<file path="src/sv/assert_macros.svh">
// assertion macros used by the top-level rtl file
`ifndef ASSERT_MACROS_SVH
`define ASSERT_MACROS_SVH
`ifndef NO_ASSERTIONS
`define ASSERT_ALWAYS(lbl, clk, rst_n, expr) \
    lbl: assert property (@(posedge clk) disable iff (!rst_n) (expr)) \
        else $error("assertion failed");
`define ASSERT_IMPLIES(lbl, clk, rst_n, ante, cons) \
    lbl: assert property (@(posedge clk) disable iff (!rst_n) (ante) |-> (cons)) \
        else $error("assertion failed");
`else
`define ASSERT_ALWAYS(lbl, clk, rst_n, expr)
`define ASSERT_IMPLIES(lbl, clk, rst_n, ante, cons)
`endif
`endif

</file>
<file path="src/sv/bta_pkg.sv">
// shared types and constants of the bakery ticket arbiter
package bta_pkg;

    localparam int NUM_CLIENTS_DEF = 8;
    localparam int TICKET_BITS_DEF = 16;

    localparam int REQ_W      = 2;
    localparam int CLIENT_W   = 3;
    localparam int TICKET_O_W = 16;

    localparam logic [REQ_W-1:0] REQ_TAKE    = 2'd0;
    localparam logic [REQ_W-1:0] REQ_QUERY   = 2'd1;
    localparam logic [REQ_W-1:0] REQ_RELEASE = 2'd2;

    // scan token control travelling along the cell row
    typedef struct packed {
        logic                valid;
        logic [CLIENT_W-1:0] client;
    } t_ctl;

endpackage

</file>
<file path="src/sv/bta_if.sv">
// request and response channel interfaces
interface bta_req_if;
    logic                          valid;
    logic                          ready;
    logic [bta_pkg::REQ_W-1:0]     req_type;
    logic [bta_pkg::CLIENT_W-1:0]  client;

    modport source (output valid, output req_type, output client, input ready);
    modport sink   (input valid, input req_type, input client, output ready);
endinterface

interface bta_rsp_if;
    logic                           valid;
    logic                           ready;
    logic                           granted;
    logic [bta_pkg::TICKET_O_W-1:0] ticket;
    logic                           status;

    modport source (output valid, output granted, output ticket, output status,
                    input ready);
    modport sink   (input valid, input granted, input ticket, input status,
                    output ready);
endinterface

</file>
<file path="src/sv/bta_cell.sv">
// one client cell: holds a ticket and folds it into the passing scan token
module bta_cell #(
    parameter int TICKET_BITS = bta_pkg::TICKET_BITS_DEF,
    parameter int IDX_W       = 3,
    parameter int INDEX       = 0
) (
    input  logic                   i_clk,
    input  logic                   i_rst_n,
    input  bta_pkg::t_ctl          i_ctl,
    input  logic [TICKET_BITS-1:0] i_max,
    input  logic [TICKET_BITS-1:0] i_min_tkt,
    input  logic [IDX_W-1:0]       i_min_idx,
    input  logic                   i_min_found,
    input  logic                   i_others,
    input  logic [TICKET_BITS-1:0] i_mine,
    input  logic                   i_wr_en,
    input  logic [TICKET_BITS-1:0] i_wr_val,
    output bta_pkg::t_ctl          o_ctl,
    output logic [TICKET_BITS-1:0] o_max,
    output logic [TICKET_BITS-1:0] o_min_tkt,
    output logic [IDX_W-1:0]       o_min_idx,
    output logic                   o_min_found,
    output logic                   o_others,
    output logic [TICKET_BITS-1:0] o_mine
);

    logic [TICKET_BITS-1:0] r_ticket;
    bta_pkg::t_ctl          r_ctl;
    logic [TICKET_BITS-1:0] r_max, r_min_tkt, r_mine;
    logic [IDX_W-1:0]       r_min_idx;
    logic                   r_min_found, r_others;

    logic w_hit, w_nz, w_lower;

    assign w_hit   = i_ctl.valid && (32'(i_ctl.client) == INDEX);
    assign w_nz    = (r_ticket != '0);
    // strict compare keeps the earlier (lower index) holder on a tie
    assign w_lower = w_nz && (!i_min_found || (r_ticket < i_min_tkt));

    always_ff @(posedge i_clk) begin
        if (!i_rst_n) begin
            r_ticket <= '0;
        end else if (i_wr_en) begin
            r_ticket <= i_wr_val;
        end
    end

    always_ff @(posedge i_clk) begin
        if (!i_rst_n) begin
            r_ctl <= '0;
        end else begin
            r_ctl <= i_ctl;
        end
    end

    always_ff @(posedge i_clk) begin
        r_max       <= (r_ticket > i_max) ? r_ticket : i_max;
        r_min_tkt   <= w_lower ? r_ticket : i_min_tkt;
        r_min_idx   <= w_lower ? IDX_W'(INDEX) : i_min_idx;
        r_min_found <= i_min_found || w_nz;
        r_others    <= i_others || (w_nz && !w_hit);
        r_mine      <= w_hit ? r_ticket : i_mine;
    end

    assign o_ctl       = r_ctl;
    assign o_max       = r_max;
    assign o_min_tkt   = r_min_tkt;
    assign o_min_idx   = r_min_idx;
    assign o_min_found = r_min_found;
    assign o_others    = r_others;
    assign o_mine      = r_mine;

endmodule

</file>
<file path="src/sv/bakery_ticket_arbiter.sv">
// top level of the bakery ticket arbiter: cell row, sequencer and response register
//
//  channel  | dir | fields                   | transfer
//  ---------+-----+--------------------------+---------------------
//  i_req    | in  | req_type, client         | valid & ready
//  o_rsp    | out | granted, ticket, status  | valid & ready
//
// a request sends one scan token along the cell row, one cell per cycle; the
// row result is registered, then the finish state updates the ticket and loads
// the response. an out-of-range client skips the scan and goes straight to finish.
// reset clears all tickets at once, so requests are taken right after reset.
// a stalled response holds the finished request; a new request is taken
// while the response waits, and its scan result waits in turn.
`include "assert_macros.svh"

module bakery_ticket_arbiter #(
    parameter int NUM_CLIENTS = bta_pkg::NUM_CLIENTS_DEF,
    parameter int TICKET_BITS = bta_pkg::TICKET_BITS_DEF
) (
    input  logic      i_clk,
    input  logic      i_rst_n,
    bta_req_if.sink   i_req,
    bta_rsp_if.source o_rsp
);

    localparam int IDX_W = $clog2(NUM_CLIENTS);

    typedef enum logic [2:0] {
        S_IDLE   = 3'b001,
        S_SCAN   = 3'b010,
        S_FINISH = 3'b100
    } t_state;

    t_state r_state, n_state;

    bta_pkg::t_ctl          w_ctl     [NUM_CLIENTS+1];
    logic [TICKET_BITS-1:0] w_max     [NUM_CLIENTS+1];
    logic [TICKET_BITS-1:0] w_min_tkt [NUM_CLIENTS+1];
    logic [IDX_W-1:0]       w_min_idx [NUM_CLIENTS+1];
    logic                   w_min_fnd [NUM_CLIENTS+1];
    logic                   w_others  [NUM_CLIENTS+1];
    logic [TICKET_BITS-1:0] w_mine    [NUM_CLIENTS+1];

    logic [NUM_CLIENTS-1:0] w_wr_sel;
    logic [NUM_CLIENTS-1:0] w_tok_valid;
    logic [TICKET_BITS-1:0] w_wr_val;

    logic                           r_oor;
    logic [bta_pkg::REQ_W-1:0]      r_req;
    logic [bta_pkg::CLIENT_W-1:0]   r_client;
    logic [TICKET_BITS-1:0]         r_fin_max, r_fin_mine;
    logic [IDX_W-1:0]               r_fin_min_idx;
    logic                           r_fin_min_fnd, r_fin_others;

    logic                           r_out_valid;
    logic                           r_granted, r_status;
    logic [bta_pkg::TICKET_O_W-1:0] r_ticket;

    logic                   w_accept, w_in_range, w_fire, w_ovf, w_do_wr, w_lowest;
    logic                   n_granted, n_status;
    logic [TICKET_BITS-1:0] n_ticket;

    assign i_req.ready = (r_state == S_IDLE);
    assign w_accept    = i_req.valid && i_req.ready;
    assign w_in_range  = (32'(i_req.client) < NUM_CLIENTS);

    // token launch into the first cell
    assign w_ctl[0].valid  = w_accept && w_in_range;
    assign w_ctl[0].client = i_req.client;
    assign w_max[0]        = '0;
    assign w_min_tkt[0]    = '0;
    assign w_min_idx[0]    = '0;
    assign w_min_fnd[0]    = 1'b0;
    assign w_others[0]     = 1'b0;
    assign w_mine[0]       = '0;

    for (genvar k = 0; k < NUM_CLIENTS; k++) begin : g_cell
        bta_cell #(
            .TICKET_BITS (TICKET_BITS),
            .IDX_W       (IDX_W),
            .INDEX       (k)
        ) u_cell (
            .i_clk       (i_clk),
            .i_rst_n     (i_rst_n),
            .i_ctl       (w_ctl[k]),
            .i_max       (w_max[k]),
            .i_min_tkt   (w_min_tkt[k]),
            .i_min_idx   (w_min_idx[k]),
            .i_min_found (w_min_fnd[k]),
            .i_others    (w_others[k]),
            .i_mine      (w_mine[k]),
            .i_wr_en     (w_wr_sel[k]),
            .i_wr_val    (w_wr_val),
            .o_ctl       (w_ctl[k+1]),
            .o_max       (w_max[k+1]),
            .o_min_tkt   (w_min_tkt[k+1]),
            .o_min_idx   (w_min_idx[k+1]),
            .o_min_found (w_min_fnd[k+1]),
            .o_others    (w_others[k+1]),
            .o_mine      (w_mine[k+1])
        );
        assign w_tok_valid[k] = w_ctl[k+1].valid;
        assign w_wr_sel[k]    = w_do_wr && (32'(r_client) == k);
    end

    // sequencer
    always_comb begin
        n_state = r_state;
        case (r_state)
            S_IDLE: begin
                if (w_accept) begin
                    n_state = w_in_range ? S_SCAN : S_FINISH;
                end
            end
            S_SCAN: begin
                if (w_ctl[NUM_CLIENTS].valid) begin
                    n_state = S_FINISH;
                end
            end
            S_FINISH: begin
                if (w_fire) begin
                    n_state = S_IDLE;
                end
            end
            default: n_state = S_IDLE;
        endcase
    end

    always_ff @(posedge i_clk) begin
        if (!i_rst_n) begin
            r_state <= S_IDLE;
        end else begin
            r_state <= n_state;
        end
    end

    always_ff @(posedge i_clk) begin
        if (w_accept) begin
            r_oor    <= !w_in_range;
            r_req    <= i_req.req_type;
            r_client <= i_req.client;
        end
        if (r_state == S_SCAN && w_ctl[NUM_CLIENTS].valid) begin
            r_fin_max     <= w_max[NUM_CLIENTS];
            r_fin_mine    <= w_mine[NUM_CLIENTS];
            r_fin_min_idx <= w_min_idx[NUM_CLIENTS];
            r_fin_min_fnd <= w_min_fnd[NUM_CLIENTS];
            r_fin_others  <= w_others[NUM_CLIENTS];
        end
    end

    // result and ticket update
    assign w_fire   = (r_state == S_FINISH) && (!r_out_valid || o_rsp.ready);
    assign w_ovf    = &r_fin_max;
    assign w_lowest = r_fin_min_fnd && (32'(r_fin_min_idx) == 32'(r_client));
    assign w_wr_val = (r_req == bta_pkg::REQ_TAKE) ? TICKET_BITS'(r_fin_max + 1'b1) : '0;
    assign w_do_wr  = w_fire && !r_oor &&
                      (((r_req == bta_pkg::REQ_TAKE) && !w_ovf) ||
                       (r_req == bta_pkg::REQ_RELEASE));

    always_comb begin
        n_granted = w_lowest;
        n_ticket  = r_fin_mine;
        n_status  = 1'b0;
        if (r_oor) begin
            n_granted = 1'b0;
            n_ticket  = '0;
        end else if (r_req == bta_pkg::REQ_TAKE) begin
            if (w_ovf) begin
                n_status = 1'b1;
            end else begin
                // fresh ticket is above every other, so only a lone holder wins
                n_granted = !r_fin_others;
                n_ticket  = w_wr_val;
            end
        end else if (r_req == bta_pkg::REQ_RELEASE) begin
            n_granted = 1'b0;
            n_ticket  = '0;
        end
    end

    always_ff @(posedge i_clk) begin
        if (!i_rst_n) begin
            r_out_valid <= 1'b0;
        end else if (w_fire) begin
            r_out_valid <= 1'b1;
        end else if (o_rsp.ready) begin
            r_out_valid <= 1'b0;
        end
    end

    always_ff @(posedge i_clk) begin
        if (w_fire) begin
            r_granted <= n_granted;
            r_ticket  <= bta_pkg::TICKET_O_W'(n_ticket);
            r_status  <= n_status;
        end
    end

    assign o_rsp.valid   = r_out_valid;
    assign o_rsp.granted = r_granted;
    assign o_rsp.ticket  = r_ticket;
    assign o_rsp.status  = r_status;

    `ASSERT_IMPLIES(a_idle_row_empty, i_clk, i_rst_n, r_state == S_IDLE, w_tok_valid == '0)
    `ASSERT_ALWAYS(a_one_token, i_clk, i_rst_n, $countones(w_tok_valid) <= 1)
    `ASSERT_IMPLIES(a_wr_in_finish, i_clk, i_rst_n, w_wr_sel != '0, r_state == S_FINISH)
    `ASSERT_ALWAYS(a_wr_onehot, i_clk, i_rst_n, $onehot0(w_wr_sel))

endmodule
</file>
<file path="src/flat_wrapper.sv">
// flat-port wrapper written by rule: the top's interface ports become plain ports
module bakery_ticket_arbiter_flat 
#(
    parameter int NUM_CLIENTS = bta_pkg::NUM_CLIENTS_DEF,
    parameter int TICKET_BITS = bta_pkg::TICKET_BITS_DEF
)
  (i_clk, i_rst_n, i_req_valid, i_req_req_type, i_req_client, i_req_ready, o_rsp_valid, o_rsp_granted, o_rsp_ticket, o_rsp_status, o_rsp_ready);
  bta_req_if i_req_i ();
  bta_rsp_if o_rsp_i ();
  input  logic i_clk;
  input  logic i_rst_n;
  input wire logic [$bits(i_req_i.valid)-1:0] i_req_valid;
  input wire logic [$bits(i_req_i.req_type)-1:0] i_req_req_type;
  input wire logic [$bits(i_req_i.client)-1:0] i_req_client;
  output wire logic [$bits(i_req_i.ready)-1:0] i_req_ready;
  output wire logic [$bits(o_rsp_i.valid)-1:0] o_rsp_valid;
  output wire logic [$bits(o_rsp_i.granted)-1:0] o_rsp_granted;
  output wire logic [$bits(o_rsp_i.ticket)-1:0] o_rsp_ticket;
  output wire logic [$bits(o_rsp_i.status)-1:0] o_rsp_status;
  input wire logic [$bits(o_rsp_i.ready)-1:0] o_rsp_ready;
  assign i_req_i.valid = i_req_valid;
  assign i_req_i.req_type = i_req_req_type;
  assign i_req_i.client = i_req_client;
  assign i_req_ready = i_req_i.ready;
  assign o_rsp_valid = o_rsp_i.valid;
  assign o_rsp_granted = o_rsp_i.granted;
  assign o_rsp_ticket = o_rsp_i.ticket;
  assign o_rsp_status = o_rsp_i.status;
  assign o_rsp_i.ready = o_rsp_ready;
  bakery_ticket_arbiter #(.NUM_CLIENTS(NUM_CLIENTS), .TICKET_BITS(TICKET_BITS)) u_core (.i_clk(i_clk), .i_rst_n(i_rst_n), .i_req(i_req_i), .o_rsp(o_rsp_i));
endmodule
</file>
<file path="config.mk">
export PLATFORM = sky130hd
export DESIGN_NAME = bakery_ticket_arbiter_flat
export DESIGN_NICKNAME = d
export VERILOG_FILES = /design/src/sv/bta_pkg.sv /design/src/sv/bta_if.sv /design/src/sv/bta_cell.sv /design/src/sv/bakery_ticket_arbiter.sv /design/src/flat_wrapper.sv
export VERILOG_INCLUDE_DIRS = /design/src /design/src/sv
export SDC_FILE = /design/constraint.sdc
export NUM_CORES = 1
export LEC_CHECK = 0
export ABC_AREA = 1
export BUFFER_PORTS_ARGS = -buffer_cell sky130_fd_sc_hd__clkbuf_2
export CORE_ASPECT_RATIO = 1.2
export CORE_UTILIZATION = 40
export DETAILED_ROUTE_END_ITERATION = 10
export HOLD_SLACK_MARGIN = 0.1
export PLACE_DENSITY = 0.55
export SETUP_SLACK_MARGIN = 0.02
export SYNTH_ARGS = -nofsm -noshare
export SYNTH_HDL_FRONTEND = slang
export SYNTH_SLANG_ARGS = --single-unit
</file>
<file path="constraint.sdc">
create_clock -name i_clk -period 8.2 [get_ports i_clk]
set_input_delay 0.41 -clock i_clk [delete_from_list [all_inputs] [get_ports i_clk]]
set_output_delay 0.41 -clock i_clk [all_outputs]
set_load 0.02 [all_outputs]
</file>
# Word level (Yosys, flattened, before mapping)
# Cells that the tools add are included.
[classes] mux=34 n_addsub=1 n_lt_le_gt_ge=15 reduce_logical=92 n_eq_ne=22
[op_table] op="$mux W16" count=24
[op_table] op="$reduce_bool A16 Y1" count=8
[op_table] op="$gt A16 B16 Y1" count=7
[op_table] op="$lt A16 B16 Y1" count=7
[op_table] op="$logic_and A1 B1 Y1" count=37
[op_table] op="$eq A3 B3 Y1 const B" count=9
[op_table] op="$logic_or A1 B1 Y1" count=23
[op_table] op="$logic_not A1 Y1" count=18
[op_table] op="$add A16 B1 Y16 const B" count=1
[op_table] op="$gt A16 B1 Y1 const B" count=1
[op_table] op="$reduce_and A16 Y1" count=1
[op_table] op="$eq A3 B2 Y1 const B" count=5
[op_table] op="$eq A3 B1 Y1 const B" count=3
[op_table] op="$mux W3" count=3
[op_table] op="$pmux W3 S3" count=1
[op_table] op="$logic_not A3 Y1" count=2
[op_table] op="$mux W1" count=6
[op_table] op="$ne A2 B2 Y1 const B" count=2
[op_table] op="$eq A3 B3 Y1" count=1
[op_table] op="$reduce_and A3 Y1" count=1
[op_table] op="$eq A2 B2 Y1 const B" count=1
[op_table] op="$logic_not A2 Y1" count=1
[op_table] op="$ne A2 B1 Y1 const B" count=1
[op_table] op="$reduce_bool A2 Y1" count=1
[totals] ff_bits=622 output_inout_bits=20 in_bits=9

# Longest topological paths before layout
[depth] ltp_word=6 depth_mapped=15 depth_no_buf=14

# Cells and area by module
# A second synthesis with hierarchy kept.
[unflattened] hier_cells=3560 area_unflattened_um2=28770.1
[modules_own_cells] mod="bta_cell (u_core.g_cell[3].u_cell ...)" seq_area_each_um2=1461.4 area_per_inst_um2=3238.1 instances=3 cells_per_inst=414
[modules_own_cells] mod="bta_cell (u_core.g_cell[1].u_cell ...)" seq_area_each_um2=1461.4 area_per_inst_um2=3168.0 instances=3 cells_per_inst=400
[modules_own_cells] mod="bta_cell (u_core.g_cell[0].u_cell)" seq_area_each_um2=1461.4 area_per_inst_um2=3296.9 instances=1 cells_per_inst=408
[modules_own_cells] mod="bta_cell (u_core.g_cell[7].u_cell)" seq_area_each_um2=1461.4 area_per_inst_um2=3274.4 instances=1 cells_per_inst=417
[modules_own_cells] mod="bakery_ticket_arbiter" seq_area_each_um2=1881.8 area_per_inst_um2=2980.4 instances=1 cells_per_inst=293

# Least setup slack after synthesis
# Ideal clock, no wire load.
[synth_timing] path_type="register -> register" startpoint="register u_core.r_state[2]" endpoint="register u_core.r_fin_max[0], enable pin" setup_time_ns=0.433 n_path_buf=0 arrival_time_ns=2.224 stages_incl_launch_ff=4 synth_period_minus_slack_ns=2.656 setup_slack_ns=5.544 path_cell_list="dfxtp_1 -> nor3_1 -> inv_1 -> nor2_1"
[synth_between] elab_chain_cells=2
[synth_lines] element="start: declaration" line="bakery_ticket_arbiter.sv:34" rtl="t_state r_state, n_state;"
[synth_lines] element="start signal: assignment" line="bakery_ticket_arbiter.sv:133" rtl="r_state <= n_state;"
[synth_lines] element="$eq A3 B2 Y1" line="bakery_ticket_arbiter.sv:143" rtl="if (r_state == S_SCAN && w_ctl[NUM_CLIENTS].valid) begin"
[synth_lines] element="$logic_and A1 B1 Y1" line="bakery_ticket_arbiter.sv:143"
[synth_lines] element="end signal: assignment" line="bakery_ticket_arbiter.sv:144" rtl="r_fin_max <= w_max[NUM_CLIENTS];"
[synth_lines] element="end: declaration" line="bakery_ticket_arbiter.sv:51" rtl="logic [TICKET_BITS-1:0] r_fin_max, r_fin_mine;"
# No other way between the ends.
# A chain may end at the register's enable or synchronous reset.

# Worst setup path after layout
[layout_timing] startpoint="register u_core.r_state[2]" endpoint="register u_core.g_cell[4].u_cell.r_ticket[4]"
[layout_between] elab_chain_cells=4
[layout_lines] element="$eq A3 B3 Y1" line="bakery_ticket_arbiter.sv:153" rtl="assign w_fire = (r_state == S_FINISH) && (!r_out_valid || o_rsp.ready);"
[layout_lines] element="$logic_and A1 B1 Y1" line="bakery_ticket_arbiter.sv:153"
[layout_lines] element="named net u_core.w_fire" line="bakery_ticket_arbiter.sv:59" rtl="logic w_accept, w_in_range, w_fire, w_ovf, w_do_wr, w_lowest;"
[layout_lines] element="$logic_and A1 B1 Y1" line="bakery_ticket_arbiter.sv:157" rtl="assign w_do_wr = w_fire && !r_oor &&"
[layout_lines] element="$logic_and A1 B1 Y1" line="bakery_ticket_arbiter.sv:103" rtl="assign w_wr_sel[k] = w_do_wr && (32'(r_client) == k);"
[layout_lines] element="end signal: assignment" line="bta_cell.sv:44" rtl="r_ticket <= i_wr_val;"
[layout_lines] element="end: declaration" line="bta_cell.sv:27" rtl="logic [TICKET_BITS-1:0] r_ticket;"
# The timed path passes the listed nets, and every way through them passes these cells.

==> metrics <==
area of the multi-input gates 11,000 um2; setup bufs post-CTS 0; MaxCap Viol Count 0; number of core rows 101; fin worst setup slack 4.71 ns; worst skew pair latency 0.64 ns; CTS HTree Levels 2; Post-CTS Resized 0; Hold Slack 0.395 ns; Avg Inst Size Synth 8.02 um2; most common cell after layout, fill and taps aside nand2_1; Post-synth EDFFs 60; Data required, critical path 8.65 ns; P_leak 12.3 nW; startpoint types flip-flop; Final setup viols 0; IO Count 29; clk sinks 606; synth-to-layout area growth 11.5%; first-pass GRT wire length 120 mm; post-route cell area 28,900 um2; fillers 6,302; Clock Skews 0.0289 ns; root buffer cell clkbuf_16; Synth Register Bits 606; DRC 0; # diodes 0; die width 234 um; pwr dens 210 nW/um2; final WL 79.3 mm; Synthesized Nets 3,443; proportion of layout cells with a drive suffix above 1 6.28%; Post-layout nets 3,429; GRT Total Usage 24.3%; placed cell count 3,971; CP Capture Type flip-flop; max_slew headroom 14.8%; share of the yosys chip area belonging to registers 49.2%; Final HPWL DP 58.8 mm; Congestion Overflow GR 0; ys flop type dfxtp_1; Via density 5.11; Final min period 3.49 ns; vias in the first global route 20,418; Ys Warns 0; Netlist cell types 40; Worst EP arrival 3.94 ns; Total Power 6.07 mW; Post-DRT Antenna Nets 0; area of placed instances 26,600 um2; RSZ-0062 raised after global routing no; initial antenna violation count 0; hold crit path type reg -> reg; Core Region 63,700 um2; async set-or-reset flop fraction in the synthesized netlist 0%; Initial Util 40.7%; die area 65,800 um2; final design utilization 45.3%; VDD IR max 0.167 mV; fin. max-slew vios 0; largest net degree at the start of global routing 102; setup TNS 0 ns; vias after detailed routing 20,877; CTS max path bufs 3; Crit Path Class reg -> reg; cts bufs inserted 60; final hold violation count 0; Reg area 12,700 um2; most frequent cells in the layout nand2_1 (872), dfxtp_1 (546), inv_1 (441), o21ai_0 (242), nand3_1 (218); fmax 0.287 GHz; outcome finished clean; period utilization 42.5%; worst slack at placement 4.58 ns; Reg clk slew, reported paths 0.07 ns; Critical Path Fanout Max 48; die height 281 um; # port buffers 28; Initial DRC Count 1,429; first drt pass iteration count 6; GPL Wtd Cong 0.871; Syn Inst Count 3,230; CTS tree yes; non-filler cells, final 4,089; Routed wire per std cell 19.4 um; worst-margin pin slew 1.27 ns; cell area after synthesis 25,900 um2
-- synth_stat cells (all sizes together), types with 29 or more instances --
cell type  count  area [um2]
clkbuf        82         308
nor4          33         206
nor2         171         691
buf           45         282
o21ai        242        1210
inv          444        1670
edfxtp        60        1800
nand3        223        1140
nand4         29         181
ha           204        2550
a21oi        186         938
nand2        881        3350
dfxtp        546       10900
-- sequential cells by signal, summed over array words and instances, names as in the netlist, 16 cells and up --
register,flops
u_core.g_cell.u_cell.o_min_tkt,96
u_core.g_cell.u_cell.o_min_idx,17
u_core.r_fin_mine,16
u_core.g_cell.u_cell.o_mine,128
u_core.o_rsp.ticket,16
u_core.g_cell.u_cell.o_ctl,29
u_core.g_cell.u_cell.o_max,128
u_core.r_fin_max,16
u_core.g_cell.u_cell.r_ticket,128
-- worst max-delay path, cell delays in order (launching register included) --
cell and delay (ns):
dfxtp_1 0.36, nand3_2 0.11, nor2_2 0.73, nand2_1 0.32, nor2_8 0.47, buf_4 0.58
nand2_2 0.43, nand2_1 0.18, a21oi_1 0.08
-- layer usage --
layer	GRT usage [%]	part of all wire, %	vias up
met5	0	0	-
met4	13.8	6.2	0
met3	3.63	5.1	200
met2	42.7	50	635
met1	27.8	39	9729
li1	-	-	10313
-- final timing paths --
kind	start	endpoint	slack [ns]	cells past startpoint
setup / recovery	u_core.r_state[2]	u_core.g_cell[4].u_cell.r_ticket[4]	4.71	8
hold / removal	u_core.g_cell[0].u_cell.r_ticket[14]	u_core.g_cell[0].u_cell.o_max[14]	0.39	0
setup reg to reg	u_core.r_state[2]	u_core.g_cell[4].u_cell.r_ticket[4]	4.71	8
hold reg to reg	u_core.g_cell[0].u_cell.r_ticket[14]	u_core.g_cell[0].u_cell.o_max[14]	0.39	0
-- cell families after synthesis --
| group | synth area share (%) |
|---|---|
| flops | 49.2 |
| fa+ha+maj | 9.85 |
| buf+inv | 8.71 |
| mux | 0.652 |
| simple gates | 22.2 |
| compound gates | 9.22 |
| xor+xnor | 0.237 |
-- layout make-up --
class                           count  area share, %
Multi-Input combinational cell   2053           37.9
Clock inverter                     29           1.68
Timing Repair Buffer               51           1.14
Inverter                          444           5.77
Sequential cell                   606           44.1
Clock buffer                       82           5.80
Tap cell                          824           3.57
-- power breakdown --
part	internal (mW)	switching, mW
clock network	1.78	1.21
registers	2.99	0.00625
logic	0.0155	0.0690
total	4.79	1.28
-- timing repair --
action | 4_1_cts | 5_1_grt
endpoints found under the setup margin | 0 | 0
endpoints found under the hold margin | 10 | 0
hold buffers | 7 | 0
No activity file was read; power rests on OpenSTA's default activity.
